==> src/design/dpoq_pkg.sv <==
// Package for the deadline priority output queue.
// Holds payload structs, request codes and the cell chain word types.
// No dependencies.
package dpoq_pkg;

    localparam int DEADLINE_BITS = 32;
    localparam int TAG_BITS      = 8;
    localparam int COUNT_BITS    = 5;

    // request kinds carried in req_type
    localparam logic [1:0] REQ_FLIT = 2'd0;
    localparam logic [1:0] REQ_RESP = 2'd1;
    localparam logic [1:0] REQ_TICK = 2'd2;

    typedef struct packed {
        logic [1:0]               req_type;
        logic [TAG_BITS-1:0]      flit_id;
        logic [DEADLINE_BITS-1:0] deadline;
        logic                     grant;
    } in_word_t;

    typedef struct packed {
        logic                     req_valid;
        logic [DEADLINE_BITS-1:0] req_deadline;
        logic [TAG_BITS-1:0]      req_flit_id;
        logic                     inject_valid;
        logic [TAG_BITS-1:0]      inject_flit_id;
        logic                     recycled;
        logic [COUNT_BITS-1:0]    queue_count;
        logic                     overflow;
        logic                     protocol_error;
    } out_word_t;

    // broadcast from the controller to every cell
    typedef struct packed {
        logic                     wr_en;
        logic                     clr_en;
        logic [TAG_BITS-1:0]      tag;
        logic [DEADLINE_BITS-1:0] deadline;
    } cell_cmd_t;

    // best-so-far candidate handed from cell to cell
    typedef struct packed {
        logic                     found;
        logic [TAG_BITS-1:0]      tag;
        logic [DEADLINE_BITS-1:0] deadline;
    } scan_t;

endpackage

==> src/design/deadline_priority_output_queue.sv <==
// Top level of the deadline priority output queue: controller, stage and cell chain.
// Depends on dpoq_pkg and dpoq_cell.
//
//  channel | dir | handshake          | word
//  s_      | in  | s_valid / s_ready  | s_data (dpoq_pkg::in_word_t)
//  m_      | out | m_valid / m_ready  | m_data (dpoq_pkg::out_word_t)
//
// Arrivals, responses, unused codes and ticks while waiting are handled in ST_IDLE.
// A tick that reloads the stage runs ST_SEARCH, then ST_TAKE: the min scan walks the
// cell chain one cell per cycle; ST_TAKE takes the last cell's word when out_free.
// aresetn is synchronous, active low; it empties every slot and the stage.
// s_ready is low while a tick is in progress and while the result register is
// full and not being taken; a stalled result holds.
module deadline_priority_output_queue #(
    parameter int DEPTH = 16
) (
    input  logic                 aclk,
    input  logic                 aresetn,
    input  logic                 s_valid,
    output logic                 s_ready,
    input  dpoq_pkg::in_word_t   s_data,
    output logic                 m_valid,
    input  logic                 m_ready,
    output dpoq_pkg::out_word_t  m_data
);

    localparam int IDX_W = (DEPTH > 1) ? $clog2(DEPTH) : 1;
    localparam int CNT_W = $clog2(DEPTH + 1);
    localparam int CB    = dpoq_pkg::COUNT_BITS;

    typedef enum logic [1:0] {ST_IDLE, ST_SEARCH, ST_TAKE} state_t;
    typedef enum logic [1:0] {PH_EMPTY, PH_WAIT, PH_READY} phase_t;

    state_t                             state_reg, state_next;
    phase_t                             phase_reg, phase_next;
    logic [IDX_W-1:0]                   scan_cnt_reg, scan_cnt_next;
    logic [CNT_W-1:0]                   count_reg, count_next;
    logic [dpoq_pkg::DEADLINE_BITS-1:0] stage_dl_reg, stage_dl_next;
    logic [dpoq_pkg::TAG_BITS-1:0]      stage_tag_reg, stage_tag_next;
    logic                               stage_grant_reg, stage_grant_next;
    logic                               pend_inject_reg, pend_inject_next;
    logic [dpoq_pkg::TAG_BITS-1:0]      pend_tag_reg, pend_tag_next;
    logic                               pend_recycled_reg, pend_recycled_next;
    logic                               pend_overflow_reg, pend_overflow_next;
    logic                               m_valid_reg, m_valid_next;
    dpoq_pkg::out_word_t                m_data_reg, m_data_next;

    dpoq_pkg::cell_cmd_t cmd;
    dpoq_pkg::scan_t     scan_bus [DEPTH+1];
    logic [IDX_W-1:0]    idx_bus  [DEPTH+1];
    logic [DEPTH:0]      claim_bus;
    logic [DEPTH-1:0]    valid_vec;
    logic [CNT_W+CB-1:0] cnt_wide;
    logic                full;
    logic                out_free;
    logic                accept;
    logic                load_out;

    assign scan_bus[0] = '0;
    assign idx_bus[0]  = '0;
    assign claim_bus[0] = 1'b1;
    assign full = claim_bus[DEPTH];

    for (genvar i = 0; i < DEPTH; i++) begin : g_cell
        dpoq_cell #(
            .IDX_W(IDX_W),
            .SLOT (i)
        ) u_cell (
            .aclk        (aclk),
            .aresetn     (aresetn),
            .cmd         (cmd),
            .clr_idx     (idx_bus[DEPTH]),
            .claim_in    (claim_bus[i]),
            .claim_out   (claim_bus[i+1]),
            .scan_in     (scan_bus[i]),
            .scan_idx_in (idx_bus[i]),
            .scan_out    (scan_bus[i+1]),
            .scan_idx_out(idx_bus[i+1]),
            .valid       (valid_vec[i])
        );
    end

    assign out_free = !m_valid_reg || m_ready;
    assign s_ready  = (state_reg == ST_IDLE) && out_free;
    assign accept   = s_valid && s_ready;

    always_comb begin
        state_next         = state_reg;
        phase_next         = phase_reg;
        scan_cnt_next      = scan_cnt_reg;
        count_next         = count_reg;
        stage_dl_next      = stage_dl_reg;
        stage_tag_next     = stage_tag_reg;
        stage_grant_next   = stage_grant_reg;
        pend_inject_next   = pend_inject_reg;
        pend_tag_next      = pend_tag_reg;
        pend_recycled_next = pend_recycled_reg;
        pend_overflow_next = pend_overflow_reg;
        m_valid_next       = m_valid_reg && !m_ready;
        m_data_next        = m_data_reg;
        cmd                = '0;
        load_out           = 1'b0;

        unique case (state_reg)
            ST_IDLE: begin
                if (accept) begin
                    m_data_next = '0;
                    unique case (s_data.req_type)
                        dpoq_pkg::REQ_FLIT: begin
                            load_out = 1'b1;
                            if (full) begin
                                m_data_next.overflow = 1'b1;
                            end else begin
                                cmd.wr_en    = 1'b1;
                                cmd.tag      = s_data.flit_id;
                                cmd.deadline = s_data.deadline;
                                count_next   = count_reg + 1'b1;
                            end
                        end
                        dpoq_pkg::REQ_RESP: begin
                            load_out = 1'b1;
                            if (phase_reg == PH_WAIT) begin
                                phase_next       = PH_READY;
                                stage_grant_next = s_data.grant;
                            end else begin
                                m_data_next.protocol_error = 1'b1;
                            end
                        end
                        dpoq_pkg::REQ_TICK: begin
                            if (phase_reg == PH_WAIT) begin
                                load_out = 1'b1;
                            end else begin
                                pend_inject_next   = 1'b0;
                                pend_tag_next      = '0;
                                pend_recycled_next = 1'b0;
                                pend_overflow_next = 1'b0;
                                if (phase_reg == PH_READY) begin
                                    if (stage_grant_reg) begin
                                        pend_inject_next = 1'b1;
                                        pend_tag_next    = stage_tag_reg;
                                    end else if (full) begin
                                        pend_overflow_next = 1'b1;
                                    end else begin
                                        // denied flit goes back into the store
                                        cmd.wr_en          = 1'b1;
                                        cmd.tag            = stage_tag_reg;
                                        cmd.deadline       = stage_dl_reg;
                                        count_next         = count_reg + 1'b1;
                                        pend_recycled_next = 1'b1;
                                    end
                                end
                                phase_next       = PH_EMPTY;
                                stage_dl_next    = '0;
                                stage_tag_next   = '0;
                                stage_grant_next = 1'b0;
                                scan_cnt_next    = '0;
                                state_next       = ST_SEARCH;
                            end
                        end
                        default: begin
                            load_out = 1'b1;
                        end
                    endcase
                end
            end
            ST_SEARCH: begin
                scan_cnt_next = scan_cnt_reg + 1'b1;
                if (scan_cnt_reg == IDX_W'(DEPTH - 1)) begin
                    state_next = ST_TAKE;
                end
            end
            ST_TAKE: begin
                if (out_free) begin
                    load_out                   = 1'b1;
                    m_data_next                = '0;
                    m_data_next.inject_valid   = pend_inject_reg;
                    m_data_next.inject_flit_id = pend_tag_reg;
                    m_data_next.recycled       = pend_recycled_reg;
                    m_data_next.overflow       = pend_overflow_reg;
                    if (scan_bus[DEPTH].found) begin
                        // loaded flit requests at once and waits for the response
                        cmd.clr_en               = 1'b1;
                        count_next               = count_reg - 1'b1;
                        stage_dl_next            = scan_bus[DEPTH].deadline;
                        stage_tag_next           = scan_bus[DEPTH].tag;
                        phase_next               = PH_WAIT;
                        m_data_next.req_valid    = 1'b1;
                        m_data_next.req_deadline = scan_bus[DEPTH].deadline;
                        m_data_next.req_flit_id  = scan_bus[DEPTH].tag;
                    end
                    state_next = ST_IDLE;
                end
            end
            default: begin
                state_next = ST_IDLE;
            end
        endcase

        cnt_wide = {{CB{1'b0}}, count_next};
        if (load_out) begin
            m_valid_next            = 1'b1;
            m_data_next.queue_count = cnt_wide[CB-1:0];
        end
    end

    always_ff @(posedge aclk) begin
        if (!aresetn) begin
            state_reg       <= ST_IDLE;
            phase_reg       <= PH_EMPTY;
            scan_cnt_reg    <= '0;
            count_reg       <= '0;
            stage_dl_reg    <= '0;
            stage_tag_reg   <= '0;
            stage_grant_reg <= 1'b0;
            m_valid_reg     <= 1'b0;
        end else begin
            state_reg       <= state_next;
            phase_reg       <= phase_next;
            scan_cnt_reg    <= scan_cnt_next;
            count_reg       <= count_next;
            stage_dl_reg    <= stage_dl_next;
            stage_tag_reg   <= stage_tag_next;
            stage_grant_reg <= stage_grant_next;
            m_valid_reg     <= m_valid_next;
        end
        pend_inject_reg   <= pend_inject_next;
        pend_tag_reg      <= pend_tag_next;
        pend_recycled_reg <= pend_recycled_next;
        pend_overflow_reg <= pend_overflow_next;
        m_data_reg        <= m_data_next;
    end

    assign m_valid = m_valid_reg;
    assign m_data  = m_data_reg;

    // occupancy counter tracks the slot valid bits
    a_count_matches: assert property (@(posedge aclk) disable iff (!aresetn)
        $countones(valid_vec) == 32'(count_reg))
        else $error("held count differs from occupied slots");

    a_count_bound: assert property (@(posedge aclk) disable iff (!aresetn)
        32'(count_reg) <= DEPTH)
        else $error("held count above depth");

    a_req_sets_wait: assert property (@(posedge aclk) disable iff (!aresetn)
        (state_reg == ST_TAKE && out_free && scan_bus[DEPTH].found) |=> (phase_reg == PH_WAIT))
        else $error("request issued without entering wait phase");

    a_inject_xor_recycle: assert property (@(posedge aclk) disable iff (!aresetn)
        m_valid_reg |-> !(m_data_reg.inject_valid && m_data_reg.recycled))
        else $error("flit both injected and recycled");

    a_no_accept_in_scan: assert property (@(posedge aclk) disable iff (!aresetn)
        (state_reg == ST_SEARCH) |-> !s_ready)
        else $error("input accepted during scan");

endmodule

==> src/design/dpoq_cell.sv <==
// One slot of the deadline queue: entry storage plus one stage of the min-scan chain.
// Depends on dpoq_pkg.
module dpoq_cell #(
    parameter int IDX_W = 4,
    parameter int SLOT  = 0
) (
    input  logic              aclk,
    input  logic              aresetn,
    input  dpoq_pkg::cell_cmd_t cmd,
    input  logic [IDX_W-1:0]  clr_idx,
    input  logic              claim_in,
    output logic              claim_out,
    input  dpoq_pkg::scan_t   scan_in,
    input  logic [IDX_W-1:0]  scan_idx_in,
    output dpoq_pkg::scan_t   scan_out,
    output logic [IDX_W-1:0]  scan_idx_out,
    output logic              valid
);

    localparam logic [IDX_W-1:0] MY_IDX = IDX_W'(SLOT);

    logic                              valid_reg;
    logic [dpoq_pkg::TAG_BITS-1:0]      tag_reg;
    logic [dpoq_pkg::DEADLINE_BITS-1:0] dl_reg;
    dpoq_pkg::scan_t                   scan_reg;
    logic [IDX_W-1:0]                  scan_idx_reg;

    logic write_here;
    logic clear_here;
    logic take_own;

    // insert goes to the first free slot: claim ripples past occupied cells
    assign write_here = cmd.wr_en && claim_in && !valid_reg;
    assign claim_out  = claim_in && valid_reg;
    assign clear_here = cmd.clr_en && (clr_idx == MY_IDX);
    // strict compare keeps the lower slot on equal deadlines
    assign take_own   = valid_reg && (!scan_in.found || (dl_reg < scan_in.deadline));

    always_ff @(posedge aclk) begin
        if (!aresetn) begin
            valid_reg      <= 1'b0;
            scan_reg.found <= 1'b0;
        end else begin
            if (write_here) begin
                valid_reg <= 1'b1;
            end else if (clear_here) begin
                valid_reg <= 1'b0;
            end
            scan_reg.found <= scan_in.found || valid_reg;
        end
        if (write_here) begin
            tag_reg <= cmd.tag;
            dl_reg  <= cmd.deadline;
        end
        if (take_own) begin
            scan_reg.tag      <= tag_reg;
            scan_reg.deadline <= dl_reg;
            scan_idx_reg      <= MY_IDX;
        end else begin
            scan_reg.tag      <= scan_in.tag;
            scan_reg.deadline <= scan_in.deadline;
            scan_idx_reg      <= scan_idx_in;
        end
    end

    assign scan_out     = scan_reg;
    assign scan_idx_out = scan_idx_reg;
    assign valid        = valid_reg;

endmodule
==> config.mk <==
export PLATFORM = sky130hd
export DESIGN_NAME = deadline_priority_output_queue
export DESIGN_NICKNAME = d
export VERILOG_FILES = /design/src/design/dpoq_pkg.sv /design/src/design/deadline_priority_output_queue.sv /design/src/design/dpoq_cell.sv
export SDC_FILE = /design/constraint.sdc
export NUM_CORES = 2
export LEC_CHECK = 0
export BUFFER_PORTS_ARGS = -buffer_cell sky130_fd_sc_hd__buf_2
export CORE_ASPECT_RATIO = 0.5
export CORE_MARGIN = 4
export CORE_UTILIZATION = 50
export DETAILED_ROUTE_END_ITERATION = 10
export PLACE_DENSITY = 0.71
export SETUP_SLACK_MARGIN = 0.3
export SLEW_MARGIN = 5
export SYNTH_ARGS = -nofsm -noshare
export SYNTH_HDL_FRONTEND = slang
export SYNTH_SLANG_ARGS = --single-unit
==> constraint.sdc <==
create_clock -name aclk -period 14.7 [get_ports aclk]
set_input_delay 2.205 -clock aclk [delete_from_list [all_inputs] [get_ports aclk]]
set_output_delay 2.205 -clock aclk [all_outputs]
set_load 0.05 [all_outputs]
# Word level (Yosys, flattened, before mapping)
# Cells that the tools add are included.
# op_classes
magnitude_cmp,15
n_mux,123
n_reduce_logical,177
n_eq_ne,35
n_addsub,3
n_bitwise,2
# op_table
op,n
$mux 40,22
$lt 32x32->1,15
$mux 32,5
$mux 58,2
$pmux 58 s2,1
$logic_and 1x1->1,80
$pmux 40 s2,1
$pmux 32 s2,1
$mux 1,54
$mux 41,1
$mux 5,8
$mux 8,5
$reduce_bool 2->1,19
$eq 4x4->1 const B,9
$logic_not 1->1,33
$logic_or 1x1->1,31
$mux 2,10
$pmux 5 s2,2
$eq 4x3->1 const B,4
$pmux 8 s2,1
$mux 4,3
$ne 2x2->1 const B,6
$ne 3x3->1 const B,4
$reduce_and 5->1,2
23 further kinds,36
# word_totals
input_bits,47
out_inout_bits,60
reg_bits,1485
elab_cells,487

# Depth between registers and ports, before layout
# logic_depth
depth_word,25
mapped_depth,10
ltp_nobuf,8

# Hierarchy
# Synthesis repeated with hierarchy kept, for this count alone.
# hier_totals
cells_unflattened,4644
hier_area_um2,61738.0
# by_module_without_submodules
module,cells_per_inst,area_per_inst_um2,instances,seq_area_each_um2
dpoq_cell at g_cell[10].u_cell ...,254,3478.3,6,2122.0
dpoq_cell at g_cell[1].u_cell ...,255,3482.1,2,2122.0
dpoq_cell at g_cell[4].u_cell ...,254,3477.1,2,2122.0
dpoq_cell at g_cell[11].u_cell ...,254,3474.6,2,2122.0
dpoq_cell at g_cell[13].u_cell ...,253,3473.3,2,2122.0
deadline_priority_output_queue,579,5913.2,1,3173.0
dpoq_cell at g_cell[15].u_cell,254,3659.8,1,2122.0
dpoq_cell at g_cell[0].u_cell,255,3480.8,1,2122.0

# Worst setup path after synthesis
# No wires, ideal clock.
# synth_timing
path_type,input -> register
startpoint,input port s_data[41] in the netlist's numbering
endpoint,"register g_cell[3].u_cell.dl_reg[0] in the netlist's numbering, enable pin"
setup_time_ns,0.540
t_required_ns,14.160
cell_stages,6
t_arrival_ns,7.241
path_buffers,2
slack_ns,6.918
path_cell_list,clkbuf_1 -> nand4b_1 -> clkbuf_1 -> a211oi_1 -> nand2_1 -> nor4_1
# synth_via
elab_chain_cells,6
word_cells_on_any_way,7
classes_between,eq/ne: 1; mux: 3; reduce/logical: 3
# synth_lines
element,line,source
"start, declared",deadline_priority_output_queue.sv:21,"input dpoq_pkg::in_word_t s_data,"
$eq 2x2->1 or $logic_not 2->1 (tied branches),deadline_priority_output_queue.sv:108,unique case (s_data.req_type)
$pmux 1 s2 *,deadline_priority_output_queue.sv:108,
$mux 1 *,deadline_priority_output_queue.sv:106,if (accept) begin
$mux 1 *,deadline_priority_output_queue.sv:104,unique case (state_reg)
$logic_and 1x1->1 * (2 in a row),dpoq_cell.sv:33,assign write_here = cmd.wr_en && claim_in && !valid_reg;
via g_cell[3].u_cell.write_here,dpoq_cell.sv:28,logic write_here;
"end signal, assigned",dpoq_cell.sv:53,dl_reg <= cmd.deadline;
"end, declared",dpoq_cell.sv:24,logic [dpoq_pkg::DEADLINE_BITS-1:0] dl_reg;
# Mark *: on every way through the listed nets, which the timed path passes. The rest lies on a longest branch.
# A chain may end at the register's enable or synchronous reset.

# Worst setup path in the final report
# layout_timing
startpoint,input port m_ready
endpoint,"register g_cell[11].u_cell.dl_reg[11] in the netlist's numbering, enable pin"
# layout_via
elab_chain_cells,7
# layout_lines
element,line,source
"start, declared",deadline_priority_output_queue.sv:23,"input logic m_ready,"
$logic_or 1x1->1,deadline_priority_output_queue.sv:83,assign out_free = !m_valid_reg || m_ready;
$logic_and 1x1->1,deadline_priority_output_queue.sv:84,assign s_ready = (state_reg == ST_IDLE) && out_free;
$logic_and 1x1->1,deadline_priority_output_queue.sv:85,assign accept = s_valid && s_ready;
$mux 1,deadline_priority_output_queue.sv:106,
$mux 1,deadline_priority_output_queue.sv:104,
$logic_and 1x1->1 (2 in a row),dpoq_cell.sv:33,
via g_cell[11].u_cell.write_here,dpoq_cell.sv:28,
"end signal, assigned",dpoq_cell.sv:53,
"end, declared",dpoq_cell.sv:24,
# The timed path passes the listed nets, and every way through them passes these cells.

==> results_dict.tcl <==
set metrics [dict create \
    cts_tree "built" \
    p_switching_mw 1.811 \
    fillers 10360 \
    grt_max_degree 85 \
    drive_gt1_frac 0.1453 \
    irDropWorstVdd_mv 0.1143 \
    final_util 0.5614 \
    rsz0062_at_grt "no" \
    fin_setup_tns_ns 0 \
    post-place-cells 7317 \
    reg2reg_from "state_reg[0]" \
    fin_nets 6211 \
    async_flop_share 0 \
    total_power_mw 8.241 \
    ant_nets 0 \
    hold-path-cell-count 1 \
    cp-end-kind "register" \
    synth-main-ff-cell "dfxtp_1" \
    die_h_um 264.5 \
    synthMuxAreaShare 0.06515 \
    syn_area_um2 65800 \
    post_cts_resized 0 \
    pwr-share-seq 0.533 \
    vias 47100 \
    fp.coreArea_um2 129600 \
    period_share 0.3702 \
    place_congestion 0.8679 \
    critPathMaxStageDelay_ns 0.89 \
    worstReg2RegEnd "g_cell[11].u_cell.dl_reg[11]" \
    clk_latency_ns 0.76 \
    ys_seq_area_frac 0.5597 \
    post_drt_wl_per_cell_um 23.85 \
    hp-class "reg -> reg" \
    ys_warn_count 0 \
    grt_use_total 0.2558 \
    p_clk_frac 0.430 \
    crit_slowest_cell "nor4_1" \
    post-cts-setup-buffers 0 \
    largest_register_ffs 656 \
    startpoint_type "primary input" \
    antenna_found_initial 18 \
    power.density_nw_per_um2 113.2 \
    min_to "g_cell[14].u_cell.scan_idx_out[1]" \
    grt_pass1_vias 46370 \
    synth-seq-cells 1485 \
    drv_slew 0 \
    synth_top_area_share 0.3236 \
    synth_compound_area_frac 0.1208 \
    netlist_instances 5679 \
    min_from "g_cell[13].u_cell.scan_idx_out[1]" \
    max_slew_margin 0.1488 \
    synthXorXnorAreaFrac 0.0009317 \
    min_period_ns 5.441 \
    drt_iter0_drc 6669 \
    initial_core_util 0.5076 \
    rows 93 \
    io_pins 107 \
    max_cap_violations 0 \
    setup_viol 0 \
    fin_cells 7571 \
    synth_commonest_cells "776 x dfxtp_1, 709 x edfxtp_1, 501 x inv_1" \
    routed_wl_um 180500 \
    grt-ovfl-total 0 \
    drc 0 \
    area_growth_pct 10.59 \
    synth_nets 6194 \
    synth_area_leaders "edfxtp_1 32%, dfxtp_1 24%, ha_1 8.9%" \
    worstPathArrival_ns 5.82 \
    status "finished, final reports clean" \
    intPower_mw 6.430 \
    p_comb_frac 0.037 \
    syn-mean-instance-area_um2 11.59 \
    fin_skew_ns 0.02315 \
    crit_type "in -> reg" \
    synth_adder_area_share 0.08899 \
    regArea_um2 36830 \
    r2r_cells 7 \
    chipWidth_um 521.0 \
    viasPerCell 6.222 \
    cts-root-buf "clkbuf_16" \
    path_clk_slew_ns 0.07 \
    multi_input_area_um2 26120 \
    cts_sinks 1485 \
    ctsHoldBuffers 0 \
    ys_types 84 \
    place.port_buffers 106 \
    crit_fanout 40 \
    final-hold-violation-count 0 \
    cts_made_buffers 134 \
    synthSimpleGateAreaFrac 0.1149 \
    dp_slack_ns 8.499 \
    p_leak_nw 27.12 \
    cts_max_level 4 \
    drtPass1Iterations 9 \
    clk_path_buf_depth 3 \
    switching_share 0.2197 \
    crit_chain "buf_2 -> nand2b_1 -> nand4b_1 -> nor4_1 -> nand3_1 -> or3_1 -> inv_1 -> buf_4" \
    dieArea_um2 137800 \
    worstMarginPinSlew_ns 1.277 \
    synth_edf_count 709 \
    reg2reg_slack_ns 10.35 \
    fmax_mhz 183.8 \
    grt_pass1_wl_um 274600 \
    synth_most_common_cell "dfxtp_1" \
    layout_setup_ws_ns 9.259 \
    synth_top_family_by_area "compound AO/OA/AOI/OAI gates" \
    yosysTopAreaCell "edfxtp_1" \
    dp_hpwl_um 117500 \
    crit_required_ns 15.08 \
]
per-layer routing:
| metal | track usage | vias up | wire length, um |
|---|---|---|---|
| li1 | - | 21180 | - |
| met1 | 0.3479 | 23030 | 73510 |
| met2 | 0.3993 | 2491 | 81610 |
| met3 | 0.06368 | 389 | 19960 |
| met4 | 0.08986 | 10 | 5403 |
| met5 | 0 | - | 59 |
power groups by stage:
stage | registers, mW | logic [mW] | clock network (mW)
3_5_place_dp | 4.48 | 0.299 | 0
4_1_cts | 4.39 | 0.301 | 3.60
5_1_grt | 4.39 | 0.328 | 3.76
2_1_floorplan | 4.50 | 0.167 | 0
3_3_place_gp | 4.48 | 0.290 | 0
6_report | 4.39 | 0.305 | 3.55
cell families after synthesis:
family	count (synthesis)
AO/OA/AOI/OAI	1066
XOR/XNOR	7
adder cells (fa/ha/maj)	468
buffers and inverters	832
flip-flops	1485
multiplexers	364
AND/OR/NAND/NOR	1457
stage by stage:
| step | hold slack [ns] | instance area (um2) |
|---|---|---|
| after floorplan | 0.3855 | 65800 |
| after global placement | 0.4015 | 68330 |
| after detailed placement | 0.3965 | 68330 |
| after CTS | 0.4146 | 72760 |
| after global routing | 0.4308 | 72770 |
| final | 0.4059 | 72770 |
final cells by class:
cell class | instances | share of cell area
clock inverters | 57 | 0.006774
multi-input cells | 3362 | 0.3589
inverters | 507 | 0.02615
well taps | 1757 | 0.03021
diodes | 4 | 0.0001376
repair buffers | 206 | 0.01761
clock buffers | 193 | 0.05409
flip-flops and latches | 1485 | 0.5061
worst max-delay path, delay by kind of cell:
kind                   cells  cell delay [ns]
AND/OR/NAND/NOR            5             2.87
buffers and inverters      3             0.68
cell usage in the layout (no fill, tap or decap), types with 14 or more instances in the layout:
cell / n
nand2_1: 206
dfxtp_1: 774
clkbuf_8: 17
a2111oi_0: 20
and2_1: 264
nor2_1: 168
mux2_2: 262
buf_4: 100
mux2_4: 51
inv_1: 501
nor2b_1: 30
edfxtp_1: 709
a222oi_1: 203
clkbuf_1: 33
a21oi_1: 162
or2_2: 14
clkbuf_16: 143
a22oi_1: 83
a21o_1: 39
and4_1: 15
nor2_4: 15
buf_2: 106
a31oi_1: 54
nand2b_1: 14
and3_1: 56
clkinv_2: 21
clkinv_1: 18
o211ai_1: 258
ha_1: 468
o21a_1: 30
mux2_1: 48
o21ai_0: 103
nand4_1: 88
nand3_1: 454
nor2_2: 42
nor3_1: 21
worst max path at each step:
stage	startpoint	end	slack, ns
6_report	m_ready	g_cell[11].u_cell.dl_reg[11]	9.26
5_1_grt	m_ready	g_cell[11].u_cell.dl_reg[5]	9.04
4_1_cts	m_ready	g_cell[11].u_cell.dl_reg[5]	9.31
3_5_place_dp	m_ready	g_cell[11].u_cell.dl_reg[12]	8.50
3_3_place_gp	m_ready	g_cell[11].u_cell.dl_reg[12]	8.65
2_1_floorplan	s_data[41]	g_cell[3].u_cell.dl_reg[0]	6.92
Note: power is estimated with default switching activity, not from simulation.
